--- src/rtl/gesdh_pkg.sv ---
// Shared types and constants for the graph edge store with degree hash.
`timescale 1ns / 1ps
`default_nettype none

package gesdh_pkg;

	// Fixed field widths of the ports.
	localparam int CMD_W      = 2;
	localparam int VERTEX_W   = 5;
	localparam int COUNT_W    = 6;
	localparam int EDGE_W     = 9;
	localparam int HASH_W     = 30;
	localparam int HASH_OUT_W = 29;
	localparam int DEG_OUT_W  = 5;
	localparam int CFG_W      = 6;
	localparam int CFG_IDX_W  = 1;
	localparam int PAIR_W     = 2;

	// Commands.
	localparam logic [CMD_W-1:0] CMD_CONNECT    = 2'd0;
	localparam logic [CMD_W-1:0] CMD_DISCONNECT = 2'd1;
	localparam logic [CMD_W-1:0] CMD_ADD_VERTEX = 2'd2;
	localparam logic [CMD_W-1:0] CMD_MARK_MAX   = 2'd3;

	// Configuration register indexes.
	localparam logic [CFG_IDX_W-1:0] CFG_VERTEX_LIMIT     = 1'd0;
	localparam logic [CFG_IDX_W-1:0] CFG_INITIAL_VERTICES = 1'd1;

	// Pair states.
	localparam logic [PAIR_W-1:0] PAIR_UNKNOWN       = 2'd0;
	localparam logic [PAIR_W-1:0] PAIR_CONNECTED     = 2'd1;
	localparam logic [PAIR_W-1:0] PAIR_NOT_CONNECTED = 2'd2;

	localparam logic STATUS_OK     = 1'b0;
	localparam logic STATUS_REJECT = 1'b1;

	typedef enum logic [3:0] {
		S_CLEAR,
		S_IDLE,
		S_RD_A,
		S_RD_B,
		S_EVAL,
		S_HASH,
		S_WR_A,
		S_WR_B,
		S_FINISH
	} state_t;

	typedef enum logic [1:0] {
		H_IDLE,
		H_LOAD,
		H_MUL,
		H_ACC
	} hash_state_t;

	// Request from the sequencer to the hash unit.
	typedef struct packed {
		logic start;
		logic inc;
	} hash_ctl_t;

endpackage

`default_nettype wire

--- src/rtl/gesdh_ram.sv ---
// Generic simple dual-port RAM with one write port and one registered read port.
`timescale 1ns / 1ps
`default_nettype none

module gesdh_ram #(
	parameter int WIDTH = 8,
	parameter int DEPTH = 32,
	localparam int AW = (DEPTH > 1) ? $clog2(DEPTH) : 1
) (
	input  logic             clk,
	input  logic             we,
	input  logic [AW-1:0]    waddr,
	input  logic [WIDTH-1:0] wdata,
	input  logic [AW-1:0]    raddr,
	output logic [WIDTH-1:0] rdata
);

	logic [WIDTH-1:0] mem_q [DEPTH];
	logic [WIDTH-1:0] rdata_q;

	always_ff @(posedge clk) begin
		if (we) begin
			mem_q[waddr] <= wdata;
		end
		rdata_q <= mem_q[raddr];
	end

	assign rdata = rdata_q;

endmodule

`default_nettype wire

--- src/rtl/gesdh_hash_unit.sv ---
// Hash update unit: adds and subtracts four fifth powers with one shared multiplier.
`timescale 1ns / 1ps
`default_nettype none

module gesdh_hash_unit #(
	parameter int DW = 5
) (
	input  logic                       clk,
	input  logic                       arst_n,
	input  gesdh_pkg::hash_ctl_t       ctl,
	input  logic [DW-1:0]              old_a,
	input  logic [DW-1:0]              old_b,
	output logic                       done,
	output logic [gesdh_pkg::HASH_W-1:0] hash
);

	import gesdh_pkg::*;

	hash_state_t       hstate_q, hstate_d;
	logic [1:0]        term_q;
	logic [1:0]        step_q;
	logic              inc_q;
	logic [DW-1:0]     old_a_q, old_b_q;
	logic [DW-1:0]     new_a, new_b;
	logic [DW-1:0]     term_v;
	logic [HASH_W-1:0] acc_q;
	logic [HASH_W-1:0] hash_q;

	assign new_a = inc_q ? old_a_q + DW'(1) : old_a_q - DW'(1);
	assign new_b = inc_q ? old_b_q + DW'(1) : old_b_q - DW'(1);

	// Even terms are the new degrees (added), odd terms the old ones (subtracted).
	always_comb begin
		case (term_q)
			2'd0:    term_v = new_a;
			2'd1:    term_v = old_a_q;
			2'd2:    term_v = new_b;
			default: term_v = old_b_q;
		endcase
	end

	always_comb begin
		hstate_d = hstate_q;
		done     = 1'b0;
		unique case (hstate_q)
			H_IDLE: begin
				if (ctl.start) begin
					hstate_d = H_LOAD;
				end
			end
			H_LOAD: hstate_d = H_MUL;
			H_MUL: begin
				if (step_q == 2'd3) begin
					hstate_d = H_ACC;
				end
			end
			H_ACC: begin
				if (term_q == 2'd3) begin
					hstate_d = H_IDLE;
					done     = 1'b1;
				end else begin
					hstate_d = H_LOAD;
				end
			end
			default: hstate_d = H_IDLE;
		endcase
	end

	always_ff @(posedge clk or negedge arst_n) begin
		if (!arst_n) begin
			hstate_q <= H_IDLE;
			hash_q   <= '0;
		end else begin
			hstate_q <= hstate_d;
			if (hstate_q == H_ACC) begin
				hash_q <= term_q[0] ? hash_q - acc_q : hash_q + acc_q;
			end
		end
	end

	always_ff @(posedge clk) begin
		unique case (hstate_q)
			H_IDLE: begin
				if (ctl.start) begin
					old_a_q <= old_a;
					old_b_q <= old_b;
					inc_q   <= ctl.inc;
					term_q  <= 2'd0;
				end
			end
			H_LOAD: begin
				acc_q  <= HASH_W'(term_v);
				step_q <= 2'd0;
			end
			H_MUL: begin
				acc_q  <= acc_q * HASH_W'(term_v);
				step_q <= step_q + 2'd1;
			end
			H_ACC: begin
				term_q <= term_q + 2'd1;
			end
			default: ;
		endcase
	end

	assign hash = hash_q;

endmodule

`default_nettype wire

--- src/rtl/graph_edge_store_degree_hash.sv ---
// Top level of the graph edge store: command sequencer, pair and degree stores, counters.
// Each command takes one transfer in and gives one result transfer out. After reset the
// block sweeps the pair store once, VERTEX_SLOTS*VERTEX_SLOTS entries (1024 by default),
// with in_ready low; configuration writes are taken during the sweep. Every command goes
// through two store reads and an evaluation; add vertex, mark maximal and rejected commands
// then load the output. A connect or disconnect that changes nothing passes through the
// degree and pair write states before the output load; one that changes a pair first runs
// the hash unit, which runs four fifth powers through one multiplier. The next command can
// be taken as soon as the result sits in the output register, even while that result waits
// for out_ready.
`timescale 1ns / 1ps
`default_nettype none

module graph_edge_store_degree_hash #(
	parameter int VERTEX_SLOTS = 32
) (
	input  logic                               clk,
	input  logic                               arst_n,
	input  logic                               cfg_write,
	input  logic [gesdh_pkg::CFG_IDX_W-1:0]    cfg_index,
	input  logic [gesdh_pkg::CFG_W-1:0]        cfg_data,
	input  logic                               in_valid,
	output logic                               in_ready,
	input  logic [gesdh_pkg::CMD_W-1:0]        command,
	input  logic [gesdh_pkg::VERTEX_W-1:0]     from_vertex,
	input  logic [gesdh_pkg::VERTEX_W-1:0]     to_vertex,
	output logic                               out_valid,
	input  logic                               out_ready,
	output logic                               status,
	output logic [gesdh_pkg::COUNT_W-1:0]      vertex_count,
	output logic [gesdh_pkg::EDGE_W-1:0]       edge_count,
	output logic [gesdh_pkg::HASH_OUT_W-1:0]   degree_hash,
	output logic [gesdh_pkg::DEG_OUT_W-1:0]    head_degree,
	output logic [gesdh_pkg::DEG_OUT_W-1:0]    tail_degree,
	output logic                               maximal
);

	import gesdh_pkg::*;

	localparam int VW         = $clog2(VERTEX_SLOTS);
	localparam int DW         = VW;
	localparam int LW         = $clog2(VERTEX_SLOTS + 1);
	localparam int EW         = $clog2(VERTEX_SLOTS * (VERTEX_SLOTS - 1) / 2 + 1);
	localparam int PAIR_DEPTH = VERTEX_SLOTS * VERTEX_SLOTS;
	localparam int PAW        = $clog2(PAIR_DEPTH);

	state_t               state_q, state_d;
	logic [PAW-1:0]       clr_q;
	logic [CMD_W-1:0]     cmd_q;
	logic [VERTEX_W-1:0]  a_q, b_q;
	logic [DW-1:0]        da_q, db_q;
	logic [DW-1:0]        db_cur;
	logic                 rdv_q;
	logic                 linked_q;
	logic                 upd_q;
	logic                 inc;
	logic [LW-1:0]        live_q;
	logic [EW-1:0]        edges_q;
	logic                 max_q;
	logic [CFG_W-1:0]     limit_q;
	logic [VERTEX_SLOTS-1:0] dvalid_q;

	logic                 out_valid_q;
	logic                 status_q;
	logic                 o_status_q;
	logic [COUNT_W-1:0]   o_count_q;
	logic [EDGE_W-1:0]    o_edges_q;
	logic [HASH_OUT_W-1:0] o_hash_q;
	logic [DEG_OUT_W-1:0] o_from_q, o_to_q;
	logic                 o_max_q;

	logic                 accept;
	logic                 load_out;
	logic                 a_in, b_in;
	logic [VW-1:0]        a_idx, b_idx, lo_idx, hi_idx;
	logic [PAW-1:0]       pidx;
	logic                 pair_cmd, bad_pair, full, change;
	logic [31:0]          lim_eff;
	logic [31:0]          init_sat;

	logic                 deg_we;
	logic [VW-1:0]        deg_waddr, deg_raddr;
	logic [DW-1:0]        deg_wdata, deg_rdata;
	logic                 pair_we;
	logic [PAW-1:0]       pair_waddr;
	logic [PAIR_W-1:0]    pair_wdata, pair_rdata;

	hash_ctl_t            hctl;
	logic                 hdone;
	logic [HASH_W-1:0]    hash;

	assign accept = in_valid && in_ready;
	assign inc    = (cmd_q == CMD_CONNECT);

	assign a_in   = 32'(a_q) < 32'(VERTEX_SLOTS);
	assign b_in   = 32'(b_q) < 32'(VERTEX_SLOTS);
	assign a_idx  = VW'(a_q);
	assign b_idx  = VW'(b_q);
	// The pair store keeps one entry per unordered pair, at the lower endpoint's row.
	assign lo_idx = (a_idx < b_idx) ? a_idx : b_idx;
	assign hi_idx = (a_idx < b_idx) ? b_idx : a_idx;
	assign pidx   = PAW'(32'(lo_idx) * 32'(VERTEX_SLOTS) + 32'(hi_idx));

	assign pair_cmd = (cmd_q == CMD_CONNECT) || (cmd_q == CMD_DISCONNECT);
	assign bad_pair = (32'(a_q) >= 32'(live_q)) || (32'(b_q) >= 32'(live_q)) || (a_q == b_q);
	assign lim_eff  = (32'(limit_q) > 32'(VERTEX_SLOTS)) ? 32'(VERTEX_SLOTS) : 32'(limit_q);
	assign full     = 32'(live_q) >= lim_eff;
	assign change   = inc ? !linked_q : linked_q;
	assign db_cur   = rdv_q ? deg_rdata : '0;
	assign init_sat = (32'(cfg_data) > 32'(VERTEX_SLOTS)) ? 32'(VERTEX_SLOTS) : 32'(cfg_data);

	// Sequencer: next state and store controls.
	always_comb begin
		state_d    = state_q;
		in_ready   = 1'b0;
		load_out   = 1'b0;
		hctl.start = 1'b0;
		hctl.inc   = inc;
		deg_we     = 1'b0;
		deg_waddr  = a_idx;
		deg_wdata  = inc ? da_q + DW'(1) : da_q - DW'(1);
		deg_raddr  = a_idx;
		pair_we    = 1'b0;
		pair_waddr = pidx;
		pair_wdata = inc ? PAIR_CONNECTED : PAIR_NOT_CONNECTED;
		unique case (state_q)
			S_CLEAR: begin
				pair_we    = 1'b1;
				pair_waddr = clr_q;
				pair_wdata = PAIR_UNKNOWN;
				if (clr_q == PAW'(PAIR_DEPTH - 1)) begin
					state_d = S_IDLE;
				end
			end
			S_IDLE: begin
				in_ready = 1'b1;
				if (in_valid) begin
					state_d = S_RD_A;
				end
			end
			S_RD_A: state_d = S_RD_B;
			S_RD_B: begin
				deg_raddr = b_idx;
				state_d   = S_EVAL;
			end
			S_EVAL: begin
				if (pair_cmd && !bad_pair) begin
					if (change) begin
						hctl.start = 1'b1;
						state_d    = S_HASH;
					end else begin
						state_d = S_WR_A;
					end
				end else begin
					state_d = S_FINISH;
				end
			end
			S_HASH: begin
				if (hdone) begin
					state_d = S_WR_A;
				end
			end
			S_WR_A: begin
				deg_we  = upd_q;
				state_d = S_WR_B;
			end
			S_WR_B: begin
				deg_we    = upd_q;
				deg_waddr = b_idx;
				deg_wdata = inc ? db_q + DW'(1) : db_q - DW'(1);
				pair_we   = 1'b1;
				state_d   = S_FINISH;
			end
			S_FINISH: begin
				if (!out_valid_q || out_ready) begin
					load_out = 1'b1;
					state_d  = S_IDLE;
				end
			end
			default: state_d = S_IDLE;
		endcase
	end

	always_ff @(posedge clk or negedge arst_n) begin
		if (!arst_n) begin
			state_q <= S_CLEAR;
		end else begin
			state_q <= state_d;
		end
	end

	// Control state and counters.
	always_ff @(posedge clk or negedge arst_n) begin
		if (!arst_n) begin
			clr_q       <= '0;
			live_q      <= '0;
			edges_q     <= '0;
			max_q       <= 1'b0;
			limit_q     <= CFG_W'(32);
			dvalid_q    <= '0;
			out_valid_q <= 1'b0;
		end else begin
			if (state_q == S_CLEAR) begin
				clr_q <= clr_q + PAW'(1);
			end
			if (deg_we) begin
				dvalid_q[deg_waddr] <= 1'b1;
			end
			if (cfg_write) begin
				case (cfg_index)
					CFG_VERTEX_LIMIT:     limit_q <= cfg_data;
					CFG_INITIAL_VERTICES: live_q  <= LW'(init_sat);
					default: ;
				endcase
			end else if (state_q == S_EVAL && cmd_q == CMD_ADD_VERTEX && !full) begin
				live_q <= live_q + LW'(1);
			end
			if (state_q == S_EVAL && cmd_q == CMD_MARK_MAX) begin
				max_q <= 1'b1;
			end
			if (state_q == S_WR_B && upd_q) begin
				edges_q <= inc ? edges_q + EW'(1) : edges_q - EW'(1);
			end
			if (load_out) begin
				out_valid_q <= 1'b1;
			end else if (out_ready) begin
				out_valid_q <= 1'b0;
			end
		end
	end

	// Item registers and output register.
	always_ff @(posedge clk) begin
		if (accept) begin
			cmd_q <= command;
			a_q   <= from_vertex;
			b_q   <= to_vertex;
		end
		if (state_q == S_RD_A) begin
			rdv_q <= dvalid_q[a_idx] && a_in;
		end
		if (state_q == S_RD_B) begin
			da_q     <= rdv_q ? deg_rdata : '0;
			linked_q <= (pair_rdata == PAIR_CONNECTED);
			rdv_q    <= dvalid_q[b_idx] && b_in;
		end
		if (state_q == S_EVAL) begin
			db_q  <= db_cur;
			upd_q <= pair_cmd && !bad_pair && change;
			if ((pair_cmd && bad_pair) || (cmd_q == CMD_ADD_VERTEX && full)) begin
				status_q <= STATUS_REJECT;
			end else begin
				status_q <= STATUS_OK;
			end
		end
		if (state_q == S_WR_A && upd_q) begin
			da_q <= deg_wdata;
		end
		if (state_q == S_WR_B && upd_q) begin
			db_q <= deg_wdata;
		end
		if (load_out) begin
			o_status_q <= status_q;
			o_count_q  <= COUNT_W'(live_q);
			o_edges_q  <= EDGE_W'(edges_q);
			o_hash_q   <= hash[HASH_W-1:1];
			o_from_q   <= DEG_OUT_W'(da_q);
			o_to_q     <= DEG_OUT_W'(db_q);
			o_max_q    <= max_q;
		end
	end

	gesdh_ram #(
		.WIDTH(DW),
		.DEPTH(VERTEX_SLOTS)
	) u_deg_ram (
		.clk   (clk),
		.we    (deg_we),
		.waddr (deg_waddr),
		.wdata (deg_wdata),
		.raddr (deg_raddr),
		.rdata (deg_rdata)
	);

	gesdh_ram #(
		.WIDTH(PAIR_W),
		.DEPTH(PAIR_DEPTH)
	) u_pair_ram (
		.clk   (clk),
		.we    (pair_we),
		.waddr (pair_waddr),
		.wdata (pair_wdata),
		.raddr (pidx),
		.rdata (pair_rdata)
	);

	gesdh_hash_unit #(
		.DW(DW)
	) u_hash (
		.clk    (clk),
		.arst_n (arst_n),
		.ctl    (hctl),
		.old_a  (da_q),
		.old_b  (db_cur),
		.done   (hdone),
		.hash   (hash)
	);

	assign out_valid    = out_valid_q;
	assign status       = o_status_q;
	assign vertex_count = o_count_q;
	assign edge_count   = o_edges_q;
	assign degree_hash  = o_hash_q;
	assign head_degree  = o_from_q;
	assign tail_degree  = o_to_q;
	assign maximal      = o_max_q;

endmodule

`default_nettype wire

--- config.mk ---
export PLATFORM = sky130hd
export DESIGN_NAME = graph_edge_store_degree_hash
export DESIGN_NICKNAME = d
export VERILOG_FILES = /design/src/rtl/gesdh_pkg.sv /design/src/rtl/gesdh_ram.sv /design/src/rtl/gesdh_hash_unit.sv /design/src/rtl/graph_edge_store_degree_hash.sv
export SDC_FILE = /design/constraint.sdc
export NUM_CORES = 2
export LEC_CHECK = 0
export ABC_AREA = 1
export ABC_CLOCK_PERIOD_IN_PS = 34700
export BUFFER_PORTS_ARGS = -buffer_cell sky130_fd_sc_hd__buf_4
export CAP_MARGIN = 20
export CORE_MARGIN = 3
export CORE_UTILIZATION = 60
export DETAILED_ROUTE_END_ITERATION = 8
export PLACE_DENSITY = 0.73
export SYNTH_ARGS = -nofsm -noshare
export SYNTH_HDL_FRONTEND = slang
export SYNTH_SLANG_ARGS = --single-unit
--- constraint.sdc ---
create_clock -name clk -period 34.7 [get_ports clk]
set_input_delay 3.47 -clock clk [delete_from_list [all_inputs] [get_ports clk]]
set_output_delay 3.47 -clock clk [all_outputs]
set_load 0.01 [all_outputs]
# [Word-level counts from Yosys, hierarchy flattened]
# Memories as Yosys holds them, arrays and structs flattened. A register that Yosys moved wholly into a read port is not among the register bits.
# Index checks and enable logic that the tools add are counted.
[op_classes] multipliers=1 n_shift=0 addsub=17 n_reduce_logical=39 muxes=66 n_div=0 n_eq_ne=28 magnitude_cmp=10 bitwise_logic=2
[ops] op="$mux 5" n=14
[ops] op="$pmux 30 s2" n=1
[ops] op="$pmux 4 s9" n=1
[ops] op="$or 32x32->32" n=1
[ops] op="$add 30x30->30" n=1
[ops] op="$mul 30x5->30" n=1
[ops] op="$mux 30" n=1
[ops] op="$mux 6" n=5
[ops] op="$sub 30x30->30" n=1
[ops] op="$mux 1" n=24
[ops] op="$add 5x1->5 const B" n=4
[ops] op="$mux 4" n=5
[ops] op="$sub 5x1->5 const B" n=4
[ops] op="$lt 5x6->1 const B" n=3
[ops] op="$eq 4x3->1 const B" n=4
[ops] op="$pmux 5 s3" n=1
[ops] op="$eq 2x2->1 const B" n=7
[ops] op="$reduce_bool 2->1" n=7
[ops] op="$ge 5x6->1" n=2
[ops] op="$gt 6x6->1 const B" n=2
[ops] op="$mux 2" n=6
[ops] op="$logic_and 1x1->1" n=11
[ops] op="$add 10x1->10 const B" n=1
[ops] op="$add 10x5->10" n=1
[ops] op="other kinds (29)" n=55
[totals] inputBits=24 out_inout_bits=58 ram_bits=2208 reg_bits=228 mem_bits_ro=0 mem_count=2 wordCells=197 latch_bits=0
[memory_table] memory="u_pair_ram.mem_q" words=1024 word_bits=2 read_ports=1 rd_ports_with_merged_regs=1 wr=1 line_no="gesdh_ram.sv:18" rtl="logic [WIDTH-1:0] mem_q [DEPTH];"
[memory_table] memory="u_deg_ram.mem_q" words=32 word_bits=5 read_ports=1 rd_ports_with_merged_regs=1 wr=1 line_no="gesdh_ram.sv:18"

# [Logic depth before layout (Yosys ltp)]
[logic_depth] depth_word=9 mapped_depth=39 depth_no_buf=36

# [Modules after synthesis]
# Synthesis repeated with hierarchy kept, for this count alone.
[unflattened] hier_cells=10744 hier_area_um2=111345.5
[by_module_without_submodules] mod="gesdh_ram at u_pair_ram" area_each_um2=86953.4 cells_each=7976 n_inst=1 seq_area_each_um2=61539.0
[by_module_without_submodules] mod="gesdh_hash_unit" area_each_um2=9872.0 cells_each=1364 n_inst=1 seq_area_each_um2=2152.1
[by_module_without_submodules] mod="graph_edge_store_degree_hash" area_each_um2=7723.7 cells_each=809 n_inst=1 seq_area_each_um2=4190.3
[by_module_without_submodules] mod="gesdh_ram at u_deg_ram" area_each_um2=6796.5 cells_each=595 n_inst=1 seq_area_each_um2=4904.7

# [Worst setup path before layout]
# No wires, ideal clock.
[synth_timing] kind="register to register" startpoint="reg cmd_q[1]" endpoint="mem u_pair_ram.mem_q[0][0] in the netlist's numbering, data pin" n_path_buf=0 t_arrival_ns=24.647 required_ns=29.749 path_stages_with_launch=4 setup_ns=4.951 slack_ns=5.102 period_less_slack_ns=29.598 path_cell_list="edfxtp_1 > nor2_1 > inv_1 > nor2_1"
[synth_via] elab_chain_cells=3
[synth_rtl] item="from (decl)" line_no="graph_edge_store_degree_hash.sv:49" rtl="logic [CMD_W-1:0] cmd_q;"
[synth_rtl] item="from (signal assigned)" line_no="graph_edge_store_degree_hash.sv:235" rtl="cmd_q <= command;"
[synth_rtl] item="$logic_not 2->1" line_no="graph_edge_store_degree_hash.sv:93" rtl="assign inc = (cmd_q == CMD_CONNECT);"
[synth_rtl] item="named net inc" line_no="graph_edge_store_degree_hash.sv:56" rtl="logic inc;"
[synth_rtl] item="$mux 2" line_no="graph_edge_store_degree_hash.sv:125" rtl="pair_wdata = inc ? PAIR_CONNECTED : PAIR_NOT_CONNECTED;"
[synth_rtl] item="$mux 2" line_no="graph_edge_store_degree_hash.sv:126" rtl="unique case (state_q)"
[synth_rtl] item="named net pair_wdata[0]" line_no="graph_edge_store_degree_hash.sv:86" rtl="logic [PAIR_W-1:0] pair_wdata, pair_rdata;"
[synth_rtl] item="to (decl)" line_no="gesdh_ram.sv:18"
# The timed path passes the listed nets, and every way through them passes these cells.

# [Worst setup path after layout]
[layout_timing] startpoint="reg b_q[1] (netlist: b_idx[1])" endpoint="reg u_pair_ram.rdata_q[1] (netlist: u_pair_ram.rdata[1]), read port of u_pair_ram.mem_q"
[layout_via] elab_chain_cells=3 word_cells_on_any_way=4 classes_between="1 x add/sub; 1 x order compare; 2 x mux"
[layout_rtl] item="from (decl)" line_no="graph_edge_store_degree_hash.sv:50" rtl="logic [VERTEX_W-1:0] a_q, b_q;"
[layout_rtl] item="from (signal assigned)" line_no="graph_edge_store_degree_hash.sv:237" rtl="b_q <= to_vertex;"
[layout_rtl] item="$lt 5x5->1" line_no="graph_edge_store_degree_hash.sv:100, graph_edge_store_degree_hash.sv:101"
[layout_rtl] item="$mux 5, on equally long branches" line_no="graph_edge_store_degree_hash.sv:101, graph_edge_store_degree_hash.sv:100"
[layout_rtl] item="$add 10x5->10 (*)" line_no="graph_edge_store_degree_hash.sv:102" rtl="assign pidx = PAW'(32'(lo_idx) * 32'(VERTEX_SLOTS) + 32'(hi_idx));"
[layout_rtl] item="to (decl)" line_no="gesdh_ram.sv:19" rtl="logic [WIDTH-1:0] rdata_q;"
# Mark *: on every way between the ends. The rest lies on a longest branch, timed or not.
# A chain may end at the register's enable or synchronous reset.

==> metrics.txt <==
Worst EP arrival 9.23 ns; Tcrit/Tclk final 24.3%; placed cells 13600; area of the multi-input gates 33800 um2; vias in the first global route 80800; post-synthesis sequential area ratio 63.9%; Resized cells post-CTS 0; crit path max fanout 97; IO Pins 82; post-CTS setup buffer count 0; FF-to-FF setup slack 26.25 ns; CTS tree yes; Rows 159; filler instances 14200; routed vias/inst 5.90; Detailed Route Iter0 Violations 10600; Slew Viols, Final 0; clock-pin slew on the worst setup and hold paths 0.07 ns; startpoint types register; DRT antenna net count 0; HP Class reg -> reg; minimum clock period 8.45 ns; I/O Buffers 81; Post-Syn Nets 11800; WL per Instance 21.9 um; GRT Resource Usage Total 31.2%; Critical Path Max Stage Delay 0.98 ns; layout cells sized above 1 6.03%; hold bufs inserted after CTS 0; CP endpoint kind register; setup TNS 0 ns; Hold Path Depth 0; reg2reg start b_idx[1]; status complete, no violations; routed via count 83100; CP max-delay cell buf_4; die area 195000 um2; most used cell, CP nand3_1; DR DRC count 0; worst vdd ir 0.108 mV; FF/Latch Area 72800 um2; Finished Layout Cells 14100; GP Congestion 0.913; global-route wire length before repair 467000 um; ys async rst share 4.13%; Max Clk Rate 118 MHz; yosys warns 0; WP data required 35.48 ns; HPWL after DPL 168000 um; largest net degree at the start of global routing 236; Hold Path End status; CTS Buf Count 240; Mapped Cells 11600; final wirelength 309000 um; R2R cell count 25; Lkg Pwr 48.9 nW; RSZ-0062 raised after global routing no; Synth cell types 50; tightest hold margin 0.437 ns; power density over the cells 96.4 nW/um2; Hold Violations, Final 0; Die X 442 um; measured slew at the worst slew-check pin 1.19 ns; Initial Util 60.5%; worst relative slew slack 20.8%; MaxCap Viol Count 0; Synth Register Bits 2443; Setup CP Type reg -> reg; CORE AREA 188000 um2; Layout Nets 11600; CTS Sinks 2443; clk root buf clkbuf_16; Setup Skew 0.0455 ns; Mapped Area 114000 um2; Area Growth Syn to Fin 9.44%; hold path start status_q; endpoints failing setup 0; GRT Residual Overflow 0; Main synth FF type edfxtp_1; DIE HEIGHT 442 um; Worst-Skew Late Latency 0.90 ns; clk buf depth 3; Pre-Repair DR Iteration Count 7; initial antenna violation count 6; average size of a mapped cell 9.80 um2; htree depth 4; FF-to-FF End u_pair_ram.rdata[1]; Post-synth EDFFs 2335
[worst max-delay path by stage]
stage              from                endpoint  slack, ns
6_report       b_idx[1]     u_pair_ram.rdata[1]      26.25
3_3_place_gp   b_idx[1]     u_pair_ram.rdata[0]      26.42
3_5_place_dp   b_idx[1]     u_pair_ram.rdata[0]      26.23
2_1_floorplan  cmd_q[1]  u_pair_ram.mem_q[0][0]       5.10
5_1_grt        b_idx[1]     u_pair_ram.rdata[0]      25.69
4_1_cts        b_idx[1]     u_pair_ram.rdata[0]      26.22
[critical path: cells and delay by family (launching register included)]
kind / cells / cell delay, ns
buffers and inverters: 7 / 4.13
DFF: 1 / 0.63
adders and majority gates: 1 / 0.38
and+or+nand+nor: 17 / 2.93
[logic make-up (layout without fill, tap and decap cells)]
group           after synthesis  in the layout  synth area share (%)
mux                           1              1               0.00878
compound gates              688            688                  3.61
flops                      2443           2443                  63.9
simple gates               6302           6302                  22.6
fa+ha+maj                   188            188                  2.60
xor+xnor                     78             78                 0.599
buf+inv                    1928           1896                  6.73
other cells                   0              1                     0
[per-layer routing]
metal,vias to the layer above,track usage [%],share of wire [%]
met1,39700,40.5,37
li1,37900,-,-
met3,835,5.54,11
met2,4611,51.5,47
met5,-,0,0.016
met4,8,14.5,5.0
[power breakdown]
part | internal (W) | switching (W)
logic | 0.00149 | 0.00398
clock network | 0.00156 | 0.00113
registers | 0.00379 | 0.0000803
[cells in the mapped netlist (10+ instances only)]
| master | n | share of area (%) |
|---|---|---|
| a21oi_1 | 146 | 0.64 |
| a31oi_1 | 28 | 0.15 |
| buf_1 | 40 | 0.13 |
| buf_2 | 303 | 1.3 |
| buf_4 | 10 | 0.066 |
| clkbuf_1 | 357 | 1.2 |
| dfrtp_1 | 100 | 2.2 |
| edfxtp_1 | 2335 | 62 |
| fa_1 | 81 | 1.4 |
| ha_1 | 107 | 1.2 |
| inv_1 | 1194 | 3.9 |
| inv_2 | 14 | 0.046 |
| nand2_1 | 3351 | 11 |
| nand3_1 | 1478 | 6.5 |
| nand3b_1 | 21 | 0.14 |
| nand4_1 | 13 | 0.071 |
| nor2_1 | 1379 | 4.5 |
| nor3_1 | 23 | 0.10 |
| o211ai_1 | 138 | 0.91 |
| o21a_1 | 16 | 0.11 |
| o21ai_0 | 259 | 1.1 |
| o21ai_1 | 21 | 0.092 |
| o21ai_2 | 11 | 0.085 |
| o221ai_1 | 33 | 0.25 |
| o22ai_1 | 10 | 0.055 |
| or2_2 | 21 | 0.12 |
| xnor2_1 | 24 | 0.18 |
| xor2_1 | 54 | 0.41 |
[cell usage in the layout, fill, tap and decap left out, types with 36 or more instances in the layout]
cell,synthesis,layout
nand2_1,3351,3316
edfxtp_1,2335,2335
nand3_1,1478,1477
nor2_1,1379,1375
inv_1,1194,1193
o21ai_0,259,258
clkbuf_16,0,242
buf_4,10,206
a21oi_1,146,146
o211ai_1,138,138
ha_1,107,107
dfrtp_1,100,100
fa_1,81,81
clkinv_1,8,53
xor2_1,54,52
clkbuf_1,357,46
clkinv_2,0,44
bufinv_16,0,36
[sequential cells by signal, indices dropped and copies added (netlist names), 5 cells and up]
register and count:
edges_q 9, clr_q 10, head_degree 5, u_hash.hash 30, u_deg_ram.rdata 5, b_idx 5, u_hash.acc_q 30, tail_degree 5
limit_q 6, live_q 6, u_hash.old_b_q 5, dvalid_q 32, u_deg_ram.mem_q 160, u_hash.old_a_q 5, degree_hash 29, edge_count 9
vertex_count 6, db_q 5, u_pair_ram.mem_q 2048, a_idx 5, da_q 5
[per-stage QoR]
stage | power, W | utilization (%) | setup WS, ns | instance area (um2)
6_report | 0.0120 | 66.2 | 26.25 | 125000
5_1_grt | 0.0127 | 66.2 | 25.69 | 125000
4_1_cts | 0.0120 | 66.1 | 26.22 | 125000
3_5_place_dp | 0.00928 | 61.8 | 26.23 | 116000
3_3_place_gp | 0.00913 | 61.6 | 26.42 | 116000
2_1_floorplan | 0.00811 | - | 5.10 | 114000
[area by class of cell]
type                            count  share of cell area [%]
Clock buffer                      292                    5.04
Inverter                         1216                    3.67
Clock inverter                    150                    1.50
Multi-Input combinational cell   7257                    27.1
Tap cell                         2495                    2.50
Timing Repair Buffer              238                    1.85
Sequential cell                  2443                    58.3
Antenna cell                        1                 0.00201
Power figures use the tool's default switching activity.
